File: config.mk
export PLATFORM = sky130hd
export DESIGN_NAME = quaternion_angular_speed
export DESIGN_NICKNAME = d
export VERILOG_FILES = /design/src/hw/rtl/qas_pkg.sv /design/src/hw/rtl/qas_ring.sv /design/src/hw/rtl/qas_core.sv /design/src/hw/rtl/quaternion_angular_speed.sv
export SDC_FILE = /design/constraint.sdc
export NUM_CORES = 2
export LEC_CHECK = 0
export BUFFER_PORTS_ARGS = -buffer_cell sky130_fd_sc_hd__buf_2
export CAP_MARGIN = 20
export CELL_PAD_IN_SITES_DETAIL_PLACEMENT = 2
export CELL_PAD_IN_SITES_GLOBAL_PLACEMENT = 2
export CORE_AREA = 2 2 516 518
export DETAILED_ROUTE_END_ITERATION = 7
export DIE_AREA = 0 0 518 520
export MAX_ROUTING_LAYER = met4
export PLACE_DENSITY_LB_ADDON = 0.2
export SLEW_MARGIN = 20
export SYNTH_ARGS = -nofsm -noshare
export SYNTH_HDL_FRONTEND = slang
export SYNTH_SLANG_ARGS = --single-unit
File: constraint.sdc
create_clock -name clk_i -period 17.3 [get_ports clk_i]
set_input_delay 0.865 -clock clk_i [delete_from_list [all_inputs] [get_ports clk_i]]
set_output_delay 0.865 -clock clk_i [all_outputs]
set_load 0.1 [all_outputs]
File: src/hw/rtl/qas_pkg.sv
// Shared types, constants and the arcsine table for the angular speed block.
`timescale 1ns / 1ps
package qas_pkg;

  localparam int unsigned TickW  = 32;
  localparam int unsigned QuatW  = 16;
  localparam int unsigned SpeedW = 16;
  localparam int unsigned TabW   = 15;

  localparam logic [0:0] OpSample    = 1'b0;
  localparam logic [0:0] OpClearPeak = 1'b1;

  // One entry of the sample ring: tick count and quaternion {z,y,x,w}, w lowest
  typedef struct packed {
    logic [TickW-1:0]   tick;
    logic [4*QuatW-1:0] quat;
  } qas_sample_t;

  typedef struct packed {
    logic [0:0]  op;
    qas_sample_t sample;
  } qas_req_t;

  typedef struct packed {
    logic [SpeedW-1:0] speed;
    logic [SpeedW-1:0] peak;
    logic              valid;
  } qas_res_t;

  // asin(k/16)/pi in Q0.16 for k = 0..12
  function automatic logic [TabW-1:0] asin_tab(input logic [3:0] k);
    logic [TabW-1:0] t;
    unique case (k)
      4'd0:    t = 15'd0;
      4'd1:    t = 15'd1305;
      4'd2:    t = 15'd2614;
      4'd3:    t = 15'd3935;
      4'd4:    t = 15'd5271;
      4'd5:    t = 15'd6630;
      4'd6:    t = 15'd8019;
      4'd7:    t = 15'd9446;
      4'd8:    t = 15'd10923;
      4'd9:    t = 15'd12462;
      4'd10:   t = 15'd14084;
      4'd11:   t = 15'd15813;
      4'd12:   t = 15'd17691;
      default: t = 15'd17691;
    endcase
    return t;
  endfunction

endpackage

File: src/hw/rtl/qas_ring.sv
// Sample ring memory: one write port, one registered read port.
`timescale 1ns / 1ps
module qas_ring #(
  parameter int unsigned WINDOW = 5
) (
  input  logic                      clk_i,
  input  logic                      we_i,
  input  logic [$clog2(WINDOW)-1:0] waddr_i,
  input  qas_pkg::qas_sample_t      wdata_i,
  input  logic [$clog2(WINDOW)-1:0] raddr_i,
  output qas_pkg::qas_sample_t      rdata_o
);
  import qas_pkg::*;

  qas_sample_t mem_q [WINDOW];
  qas_sample_t rdata_q;

  always_ff @(posedge clk_i) begin
    if (we_i) begin
      mem_q[waddr_i] <= wdata_i;
    end
    rdata_q <= mem_q[raddr_i];
  end

  assign rdata_o = rdata_q;

endmodule

File: src/hw/rtl/qas_core.sv
// Sequencer and shared multiplier / shift-subtract datapath for one sample.
`timescale 1ns / 1ps
module qas_core #(
  parameter int unsigned WINDOW = 5
) (
  input  logic                     clk_i,
  input  logic                     rst_ni,
  input  logic                     start_i,
  input  qas_pkg::qas_req_t        req_i,
  input  logic [15:0]              tps_i,
  output logic                     idle_o,
  output logic                     res_valid_o,
  input  logic                     res_take_i,
  output qas_pkg::qas_res_t        res_o
);
  import qas_pkg::*;

  localparam int unsigned IdxW = $clog2(WINDOW);
  localparam int unsigned CntW = $clog2(WINDOW + 1);
  localparam int unsigned AccW = 35;
  localparam int unsigned NqW  = 23;
  localparam logic [IdxW-1:0] LastSlot = IdxW'(WINDOW - 1);
  localparam logic [CntW-1:0] Full     = CntW'(WINDOW);
  localparam logic signed [AccW-1:0] OneQ28 = AccW'(64'sd268435456);

  typedef enum logic [3:0] {
    StIdle, StDt, StMul, StClamp, StSqrt, StInterp, StScale, StNum, StDiv, StFin, StDone
  } state_e;

  state_e            state_q;
  logic [IdxW-1:0]   ws_q;
  logic [CntW-1:0]   fill_q;
  logic [SpeedW-1:0] cur_q, peak_q;
  qas_res_t          res_q;
  qas_sample_t       new_q;
  logic [4*QuatW-1:0] old_q;
  logic              same_q, neg_q;
  logic [TickW-1:0]  dt_q;
  logic signed [AccW-1:0] acc_q;
  logic [4:0]        cnt_q;
  logic [31:0]       v_q, res_sq_q, bit_q;
  logic [16:0]       a_q;
  logic [32:0]       prod_q;
  logic [NqW-1:0]    quo_q;
  logic [32:0]       rem_q;

  // slot bookkeeping for an incoming sample
  logic [IdxW-1:0] ws_next, old_idx;
  logic [CntW-1:0] fill_next;
  qas_sample_t     rdata;

  always_comb begin
    ws_next   = (ws_q == LastSlot) ? '0 : ws_q + 1'b1;
    fill_next = (fill_q < Full) ? fill_q + 1'b1 : fill_q;
    old_idx   = (fill_next >= Full) ? ws_next : '0;
  end

  qas_ring #(.WINDOW(WINDOW)) u_ring (
    .clk_i   (clk_i),
    .we_i    (start_i && state_q == StIdle && req_i.op == OpSample),
    .waddr_i (ws_q),
    .wdata_i (req_i.sample),
    .raddr_i (old_idx),
    .rdata_o (rdata)
  );

  // shared multiplier
  logic signed [17:0] mul_a, mul_b;
  logic signed [35:0] mul_p;
  logic [15:0]        qn, qo;

  // interpolation operands
  logic [15:0]     s_val;
  logic [3:0]      ti;
  logic [11:0]     tf;
  logic [TabW-1:0] t0, t1, tdiff;
  logic [16:0]     h;
  logic [16:0]     a_val;

  always_comb begin
    qn    = new_q.quat[cnt_q[1:0]*QuatW +: QuatW];
    qo    = old_q[cnt_q[1:0]*QuatW +: QuatW];
    s_val = res_sq_q[15:0];
    if (s_val[15:12] > 4'd11) begin
      ti = 4'd11;
      tf = 12'hfff;
    end else begin
      ti = s_val[15:12];
      tf = s_val[11:0];
    end
    t0    = asin_tab(ti);
    t1    = asin_tab(ti + 4'd1);
    tdiff = t1 - t0;
    mul_a = '0;
    mul_b = '0;
    unique case (state_q)
      StMul: begin
        mul_a = {{2{qn[15]}}, qn};
        mul_b = {{2{qo[15]}}, qo};
      end
      StInterp: begin
        mul_a = {3'b0, tdiff};
        mul_b = {6'b0, tf};
      end
      StScale: begin
        mul_a = {2'b0, tps_i};
        mul_b = {1'b0, a_q};
      end
      default: ;
    endcase
    mul_p = mul_a * mul_b;
    h     = {2'b0, t0} + 17'((mul_p[23:0] + 24'd2048) >> 12);
    a_val = neg_q ? 17'h10000 - {h[15:0], 1'b0} : {h[15:0], 1'b0};
  end

  // clamp, sqrt step, divide step, numerator and tick difference
  logic signed [AccW-1:0] acc_cl;
  logic [28:0]            mag;
  logic [31:0]            sq_trial;
  logic                   sq_ge;
  logic [32:0]            rem_sh;
  logic                   div_ge;
  logic [38:0]            num;
  logic [TickW-1:0]       dt_now;

  always_comb begin
    if (acc_q > OneQ28)       acc_cl = OneQ28;
    else if (acc_q < -OneQ28) acc_cl = -OneQ28;
    else                      acc_cl = acc_q;
    mag      = acc_cl[AccW-1] ? 29'(-acc_cl) : 29'(acc_cl);
    sq_trial = res_sq_q + bit_q;
    sq_ge    = v_q >= sq_trial;
    rem_sh   = {rem_q[31:0], quo_q[NqW-1]};
    div_ge   = rem_sh >= {1'b0, dt_q};
    num      = ({6'b0, prod_q} << 6) - ({6'b0, prod_q} << 2);
    dt_now   = new_q.tick - rdata.tick;
  end

  always_ff @(posedge clk_i or negedge rst_ni) begin
    if (!rst_ni) begin
      state_q <= StIdle;
      ws_q    <= '0;
      fill_q  <= '0;
      cur_q   <= '0;
      peak_q  <= '0;
      same_q  <= 1'b0;
      neg_q   <= 1'b0;
      cnt_q   <= '0;
    end else begin
      unique case (state_q)
        StIdle: begin
          if (start_i) begin
            new_q <= req_i.sample;
            if (req_i.op == OpClearPeak) begin
              peak_q  <= '0;
              res_q   <= '{speed: cur_q, peak: '0, valid: 1'b0};
              state_q <= StDone;
            end else begin
              ws_q    <= ws_next;
              fill_q  <= fill_next;
              // first sample reads its own slot: no difference yet
              same_q  <= (old_idx == ws_q);
              state_q <= StDt;
            end
          end
        end
        StDt: begin
          if (same_q || dt_now == '0) begin
            res_q   <= '{speed: cur_q, peak: peak_q, valid: 1'b0};
            state_q <= StDone;
          end else begin
            dt_q    <= dt_now;
            old_q   <= rdata.quat;
            acc_q   <= '0;
            cnt_q   <= '0;
            state_q <= StMul;
          end
        end
        StMul: begin
          acc_q <= acc_q + AccW'(mul_p);
          cnt_q <= cnt_q + 5'd1;
          if (cnt_q == 5'd3) begin
            state_q <= StClamp;
          end
        end
        StClamp: begin
          neg_q    <= acc_cl[AccW-1];
          v_q      <= {3'b0, 29'h1000_0000 - mag} << 3;
          res_sq_q <= '0;
          bit_q    <= 32'h4000_0000;
          cnt_q    <= '0;
          state_q  <= StSqrt;
        end
        StSqrt: begin
          if (sq_ge) begin
            v_q      <= v_q - sq_trial;
            res_sq_q <= (res_sq_q >> 1) + bit_q;
          end else begin
            res_sq_q <= res_sq_q >> 1;
          end
          bit_q <= bit_q >> 2;
          cnt_q <= cnt_q + 5'd1;
          if (cnt_q == 5'd15) begin
            state_q <= StInterp;
          end
        end
        StInterp: begin
          a_q     <= a_val;
          state_q <= StScale;
        end
        StScale: begin
          prod_q  <= mul_p[32:0];
          state_q <= StNum;
        end
        StNum: begin
          quo_q   <= num[38:16];
          rem_q   <= '0;
          cnt_q   <= '0;
          state_q <= StDiv;
        end
        StDiv: begin
          rem_q <= div_ge ? rem_sh - {1'b0, dt_q} : rem_sh;
          quo_q <= {quo_q[NqW-2:0], div_ge};
          cnt_q <= cnt_q + 5'd1;
          if (cnt_q == 5'(NqW - 1)) begin
            state_q <= StFin;
          end
        end
        StFin: begin
          logic [SpeedW-1:0] sp;
          sp      = (quo_q > NqW'(16'hffff)) ? 16'hffff : quo_q[SpeedW-1:0];
          cur_q   <= sp;
          peak_q  <= (sp > peak_q) ? sp : peak_q;
          res_q   <= '{speed: sp, peak: (sp > peak_q) ? sp : peak_q, valid: 1'b1};
          state_q <= StDone;
        end
        StDone: begin
          if (res_take_i) begin
            state_q <= StIdle;
          end
        end
        default: state_q <= StIdle;
      endcase
    end
  end

  assign idle_o      = (state_q == StIdle);
  assign res_valid_o = (state_q == StDone);
  assign res_o       = res_q;

endmodule

File: src/hw/rtl/quaternion_angular_speed.sv
// Top level: stream ports, rate register and output register around the core.
`timescale 1ns / 1ps
//  channel  | direction | content
//  s_axis   | in        | tdata: frame_count, quat_w, quat_x, quat_y, quat_z; tuser: op
//  m_axis   | out       | tdata: speed_rpm, peak_rpm; tuser: speed_valid
//  cfg      | in        | ticks_per_second, written whenever cfg_we_i is high
//
//  A sample passes through the 16-step square root and the 23-step divide of
//  the shift-subtract sequencer; a zero tick difference or a peak clear skips
//  that arithmetic. s_axis_tready is high while the core is idle; one finished
//  item waits in the output register. Reset clears the ring pointers, speed,
//  peak and sets ticks_per_second to 60.
module quaternion_angular_speed #(
  parameter int unsigned WINDOW = 5
) (
  input  logic         clk_i,
  input  logic         rst_ni,
  input  logic         s_axis_tvalid,
  output logic         s_axis_tready,
  input  logic [95:0]  s_axis_tdata,   // frame_count, quat_w, quat_x, quat_y, quat_z
  input  logic [0:0]   s_axis_tuser,   // op
  output logic         m_axis_tvalid,
  input  logic         m_axis_tready,
  output logic [31:0]  m_axis_tdata,   // speed_rpm, peak_rpm
  output logic [0:0]   m_axis_tuser,   // speed_valid
  input  logic         cfg_we_i,
  input  logic [15:0]  cfg_wdata_i
);
  import qas_pkg::*;

  logic [15:0] tps_q;
  logic        core_idle, res_valid, res_take, out_valid_q;
  qas_req_t    req;
  qas_res_t    res, out_q;

  assign req.op          = s_axis_tuser;
  assign req.sample.tick = s_axis_tdata[31:0];
  assign req.sample.quat = s_axis_tdata[95:32];

  assign s_axis_tready = core_idle;
  assign res_take      = res_valid && (!out_valid_q || m_axis_tready);

  qas_core #(.WINDOW(WINDOW)) u_core (
    .clk_i       (clk_i),
    .rst_ni      (rst_ni),
    .start_i     (s_axis_tvalid && core_idle),
    .req_i       (req),
    .tps_i       (tps_q),
    .idle_o      (core_idle),
    .res_valid_o (res_valid),
    .res_take_i  (res_take),
    .res_o       (res)
  );

  always_ff @(posedge clk_i or negedge rst_ni) begin
    if (!rst_ni) begin
      tps_q       <= 16'd60;
      out_valid_q <= 1'b0;
    end else begin
      if (cfg_we_i) begin
        tps_q <= cfg_wdata_i;
      end
      if (res_take) begin
        out_valid_q <= 1'b1;
      end else if (m_axis_tready) begin
        out_valid_q <= 1'b0;
      end
    end
  end

  always_ff @(posedge clk_i) begin
    if (res_take) begin
      out_q <= res;
    end
  end

  assign m_axis_tvalid = out_valid_q;
  assign m_axis_tdata  = {out_q.peak, out_q.speed};
  assign m_axis_tuser  = out_q.valid;

endmodule

== Word level (Yosys, flattened, before mapping) ==
Memory sizes are Yosys's and may differ from the RTL's. A register that Yosys moved wholly into a read port is not among the register bits.
Cells that the tools add are included.

* Reductions and logical operators: 31
* Add/subtract/negate cells: 17
* Multiply operators: 1
* Order comparisons: 9
* Bitwise gates (word level): 2
* Eq/ne operators: 24
* Shift-type cells: 2
* Multiplexer cells: 44
* Div/mod/pow operators: 0

{| class="wikitable"
|+ Operators by type and width
! kind !! number
|-
| $pmux 32 s2 || 4
|-
| $shiftx 64x7->16 || 2
|-
| $pmux 18 s3 || 2
|-
| $mux 35 || 3
|-
| $mux 33 || 3
|-
| $pmux 33 s3 || 1
|-
| $mux 32 || 3
|-
| $sub 32x32->32 || 3
|-
| $pmux 35 s2 || 1
|-
| $mux 16 || 4
|-
| $pmux 23 s2 || 1
|-
| $pmux 4 s11 || 1
|-
| $sub 39x35->39 || 1
|-
| $add 35x35->35 || 1
|-
| $gt 35x30->1 const B || 1
|-
| $lt 35x29->1 const B || 1
|-
| $mul 18x18->35 || 1
|-
| $ge 33x32->1 || 1
|-
| $add 31x32->32 || 1
|-
| $add 32x32->32 || 1
|-
| $ge 32x32->1 || 1
|-
| $logic_not 32->1 || 1
|-
| $mux 4 || 8
|-
| $pmux 16 s2 || 1
|-
| 44 further kinds || 83
|}

* Logic and storage cells: 162
* Memory bits (writable): 480
* Memories kept: 3
* Bits of input ports: 118
* ROM bits: 480
* Bits in latches: 0
* Register bits after elaboration: 560
* Output and inout bits: 35

{| class="wikitable"
|+ Memory list
! name !! words !! bits a word !! rd ports !! clocked after Yosys merged registers in !! wr ports !! RTL line !! text
|-
| u_core.u_ring.mem_q || 5 || 96 || 1 || 1 || 1 || qas_ring.sv:15 || <nowiki>qas_sample_t mem_q [WINDOW];</nowiki>
|-
| (no name shown) || 16 || 15 || 1 || 0 || 0 || qas_pkg.sv:33 || <nowiki>unique case (k)</nowiki>
|-
| (no name shown) || 16 || 15 || 1 || 0 || 0 || qas_pkg.sv:33 ||
|}

== Longest topological paths before layout ==
An unclocked memory read counts as a cell.

* Word-level depth: 11
* Mapped depth: 57
* Depth with buffers taken out: 54

== By module ==
Synthesis repeated with hierarchy kept, for this count alone.

* Cells, all modules: 5745
* Area total of the unflattened synthesis: 66358.6 µm²

{| class="wikitable"
|+ Modules (own cells, without submodules)
! module !! cells an instance !! area an instance (µm²) !! instances !! sequential area each (µm²)
|-
| qas_core || 4543 || 43859.6 || 1 || 14559.0
|-
| qas_ring || 1130 || 20803.7 || 1 || 16335.7
|-
| quaternion_angular_speed || 72 || 1695.4 || 1 || 1421.4
|}

== Worst setup path after synthesis ==
OpenSTA, ideal clock, no wires.

* Path type: reg-to-reg
* From: reg u_core.state_q[2]
* To: mem u_core.u_ring.mem_q[1][0] (netlist name), enable pin
* Library setup time: 786 ps
* Slack: 3669 ps
* Clock period less this slack: 13631 ps
* Data arrival time: 12845 ps
* Required time: 16514 ps
* Stages on the path, launching flop included: 9
* Path buffers: 2
* Cells stage by stage: dfrtp_1 clkbuf_1 inv_1 nand2_1 nor3_1 nand2_1 or2_2 clkbuf_1 nor4_1

* Cells in the longest elaborated chain, start to end: 6

{| class="wikitable"
|+ RTL lines
! item !! RTL line !! text
|-
| start, declared || qas_core.sv:30 || <nowiki>state_e state_q;</nowiki>
|-
| start signal, assigned || qas_core.sv:141 || <nowiki>state_q <= StIdle;</nowiki>
|-
| start signal, assigned || qas_core.sv:157 || <nowiki>state_q <= StDone;</nowiki>
|-
| start signal, assigned || qas_core.sv:163 || <nowiki>state_q <= StDt;</nowiki>
|-
| $logic_not 4->1 (*) || qas_core.sv:247 || <nowiki>assign idle_o = (state_q == StIdle);</nowiki>
|-
| named net s_axis_tready || quaternion_angular_speed.sv:19 || <nowiki>output logic s_axis_tready,</nowiki>
|-
| $logic_and 1x1->1 || quaternion_angular_speed.sv:46 || <nowiki>.start_i (s_axis_tvalid && core_idle),</nowiki>
|-
| $logic_and 1x1->1 (*) (2 in a row) || qas_core.sv:60 || <nowiki>.we_i (start_i && state_q == StIdle && req_i.op == OpSample),</nowiki>
|-
| $mux 1 (*) || qas_ring.sv:19 || <nowiki>if (we_i) begin</nowiki>
|-
| $mux 1 (implied by the code) (*) || qas_ring.sv:20 || <nowiki>mem_q[waddr_i] <= wdata_i;</nowiki>
|-
| end, declared || qas_ring.sv:15 ||
|}

The timed path passes the listed nets; every way through them passes the cells marked *.

== Worst setup path in the final report ==
* From: reg u_core.res_sq_q[14]
* To: reg u_core.a_q[16], data pin

* Cells in the longest elaborated chain, start to end: 11
* Elaborated cells on any way between the ends: 14
* Those cells by class: 5 x add/sub; 1 x mul; 1 x order compare; 5 x mux; 2 x memory

{| class="wikitable"
|+ RTL lines
! item !! RTL line !! text
|-
| start, declared || qas_core.sv:41 || <nowiki>logic [31:0] v_q, res_sq_q, bit_q;</nowiki>
|-
| start signal, assigned || qas_core.sv:197 || <nowiki>res_sq_q <= (res_sq_q >> 1) + bit_q;</nowiki>
|-
| start signal, assigned || qas_core.sv:199 || <nowiki>res_sq_q <= res_sq_q >> 1;</nowiki>
|-
| $gt 4x4->1 || qas_core.sv:84 || <nowiki>if (s_val[15:12] > 4'd11) begin</nowiki>
|-
| $mux 4 || qas_core.sv:84 ||
|-
| $add 4x1->4 || qas_core.sv:92 || <nowiki>t1 = asin_tab(ti + 4'd1);</nowiki>
|-
| $mem_v2 16x15 || -- ||
|-
| $sub 15x15->15 || qas_core.sv:93 || <nowiki>tdiff = t1 - t0;</nowiki>
|-
| $pmux 18 s3 || qas_core.sv:96 || <nowiki>unique case (state_q)</nowiki>
|-
| $mul 18x18->35 (*) || qas_core.sv:111 || <nowiki>mul_p = mul_a * mul_b;</nowiki>
|-
| named net u_core.mul_p[16] || qas_core.sv:69 || <nowiki>logic signed [35:0] mul_p;</nowiki>
|-
| $add 24x12->24 (*) || qas_core.sv:112 || <nowiki>h = {2'b0, t0} + 17'((mul_p[23:0] + 24'd2048) >> 12);</nowiki>
|-
| $add 15x12->16 (*) || qas_core.sv:112 ||
|-
| $sub 17x17->17 || qas_core.sv:113 || <nowiki>a_val = neg_q ? 17'h10000 - {h[15:0], 1'b0} : {h[15:0], 1'b0};</nowiki>
|-
| $mux 17 (*) || qas_core.sv:113 ||
|-
| named net u_core.a_val[16] || qas_core.sv:78 || <nowiki>logic [16:0] a_val;</nowiki>
|-
| end signal, assigned || qas_core.sv:208 || <nowiki>a_q <= a_val;</nowiki>
|-
| end, declared || qas_core.sv:42 || <nowiki>logic [16:0] a_q;</nowiki>
|}

Marks and branches as above.
A chain may end at the register's enable or synchronous reset.

==> impl_metrics.py <==
metrics = {
    "cts": {
        "cts_buffer_depth": 3,
        "post_cts_buffers": 0,
        "cts_htree_levels": 4,
        "cts_tree": "built",
        "cts_resized": 0,
        "path_clk_slew_ns": 0.06,
        "cts.sinks": 1119,
        "clock_latency_ns": 0.79,
        "cts-root-buf": "clkbuf_16",
        "cts_buffers": 133,
        "postCtsHoldBufs": 0,
    },
    "floorplanning": {
        "die_h_um": 520,
        "start_util_pct": 24.9,
        "num_rows": 189,
        "fp.dieW_um": 518,
        "dieArea_mm2": 0.269,
        "top_level_ports": 153,
        "core_mm2": 0.264,
    },
    "timing": {
        "worst_pin_slew_ns": 1.00,
        "grt_setup_unrepaired": "false",
        "timing.hold.ws_ns": 0.0810,
        "layout_setup_ws_ns": 2.60,
        "setup_tns_ns": 0,
        "fmax_mhz": 68.0,
        "setup_viol": 0,
        "clock_skew_ns": 0.0342,
        "fin_crit_sh_pct": 85.0,
        "drv_slew": 0,
        "layout_min_cycle_time_ns": 14.70,
        "hold_violations": 0,
        "maxSlewHeadroom_pct": 31.4,
    },
    "routing": {
        "wl_per_cell_um": 23.4,
        "first_pass_iters": 5,
        "ant_nets": 0,
        "wl_mm": 228,
        "via_per_inst": 4.76,
        "drc": 0,
        "drt_iter0_drc": 2151,
        "vias": 46500,
    },
    "final_layout": {
        "layout_commonest_cell": "edfxtp_1",
        "multi_input_area_mm2": 0.0307,
        "n_fill_cell": 28700,
        "layout-drive-gt1-share_pct": 9.77,
        "fin_util_pct": 28.6,
        "nets": 6894,
        "final-seq-area_mm2": 0.0323,
        "area_growth_pct": 14.9,
        "final_cell_mix": "edfxtp_1 (957), nand2_1 (752), inv_1 (571)",
    },
    "synth": {
        "synth_area_mm2": 0.0658,
        "synth_nets": 6735,
        "syn_avg_cell_area_um2": 11.1,
        "ys_types": 107,
        "synth-main-ff-cell": "edfxtp_1",
        "seq_area_frac_synth_pct": 49.1,
        "syn-instance-count": 5951,
        "ys.warnings.count": 0,
        "synth-seq-cells": 1119,
        "async_flop_share_pct": 5.90,
        "synth_edf_count": 957,
    },
    "min_path": {
        "hold_path.class": "in2async",
    },
    "placement": {
        "port_buffers": 152,
        "place_ws_ns": 2.61,
        "hpwlAfterDp_mm": 168,
        "gp_congestion": 0.841,
    },
    "worst_setup_path": {
        "path_buf_inv": 5,
        "cp-start-kind": "flop",
        "crit_arrival_ns": 15.28,
        "max_stage_delay_ns": 0.76,
        "end_kind": "flop",
        "crit_type": "reg2reg",
        "cp_common_cell": "ha_1",
        "crit_required_ns": 17.87,
        "path_max_fanout": 20,
        "cpMaxStageDelayCell": "a2111oi_0",
        "crit_family": "adder cells",
    },
    "global_routing": {
        "grt_usage_pct": 17.3,
        "grt_pass1_vias": 51700,
        "gr-total-overflow": 0,
        "antenna_found_initial": 31,
        "grt_pass1_wl_mm": 343,
        "grt_max_degree": 81,
    },
    "run_status": {
        "outcome": "completed",
    },
    "flow_run": {
        "maxCapViolCount": 0,
    },
}
## synth_stat cells (17+ instances only)
master	number	area, um^2
dfrtp_1	62	1550
xnor2_1	163	1430
nand2_1	755	2830
o31ai_1	25	188
nor3_1	84	420
a21oi_1	286	1430
o221ai_1	101	885
dfxtp_1	96	1920
inv_1	572	2150
o21ai_1	17	85.1
mux4_2	30	676
o21bai_1	27	203
a31oi_1	47	294
nor2_1	432	1620
o21ai_0	299	1500
o211ai_1	23	173
clkbuf_1	195	732
a22oi_1	21	158
nand3_1	200	1000
mux2_2	20	225
or2_2	22	138
and2_1	49	307
or3_1	28	175
nor2b_1	54	338
fa_1	319	6390
o21a_1	53	398
nor4_1	20	125
xor2_1	110	963
ha_1	347	4340
edfxtp_1	957	28700
a21o_1	107	803
and3_1	32	200
a211oi_1	40	300
nand4_1	31	194
nand2b_1	48	300
## flip-flops by register name, indices dropped and copies added (netlist names), 33 cells and up
name,flops
u_core.prod_q,33
u_core.acc_q,35
u_core.u_ring.mem_q,480
u_core.new_q,96
u_core.res_o,33
u_core.old_q,64
u_core.u_ring.rdata_o,96
## metal layers
metal | up-vias | part of all wire, % | GRT usage [%] | wire length (um)
met2 | 612 | 51 | 30.3 | 116000
li1 | 21400 | - | - | -
met5 | - | 0 | - | 0
met3 | 267 | 3.1 | 2.21 | 7050
met4 | 0 | 2.4 | 4.11 | 5460
met1 | 24200 | 44 | 21.1 | 100000
## final cells by class
class	instances	area share [%]
antenna	17	0.0563
clock buffer	181	4.93
clock inverter	65	1.05
inverter	574	2.85
multi-input combinational	4041	40.6
sequential	1119	42.8
tap	3533	5.85
timing repair buffer	241	1.90
## stage by stage
step                area (um^2)  instances
floorplan                 65800       5951
global route              75500       9768
detailed placement        71000       9508
global placement          71000       9507
CTS                       75500       9754
finish                    75600       9771
## cells by family after synthesis
logic type                 count (synthesis)  share of synthesized area [%]
buffers and inverters                    791                           4.56
AOI/OAI and AO/OA                       1210                           12.0
muxes                                     63                           1.57
adders and majority gates                666                           16.3
DFF                                     1119                           49.1
and+or+nand+nor                         1829                           12.8
xor gates and xnor gates                 273                           3.64
## worst paths after layout
| path | startpoint | to | slack, ns | cells after the start |
|---|---|---|---|---|
| max in group asynchronous | rst_ni | tps_q[0]$_DFFE_PN0P_ | 16.12 | 2 |
| min in group clk_i | s_axis_tdata[49] | u_core.u_ring.mem_q[3][17]$_DFFE_PP_ | 0.32 | 1 |
| hold / removal | rst_ni | m_axis_tvalid$_DFFE_PN0P_ | 0.08 | 1 |
| setup / recovery | u_core.res_sq_q[14]$_SDFFCE_PN0P_ | u_core.a_q[16]$_DFFE_PP_ | 2.60 | 46 |
| setup reg to reg | u_core.res_sq_q[14]$_SDFFCE_PN0P_ | u_core.a_q[16]$_DFFE_PP_ | 2.60 | 46 |
| hold reg to reg | u_core.u_ring.rdata_o[25]$_DFF_P_ | u_core.old_q[25]$_DFFE_PP_ | 0.40 | 0 |
Power is left out: the tool's default activity adds up to more than one toggle a clock period on the data nets, which glitch-free logic cannot reach.
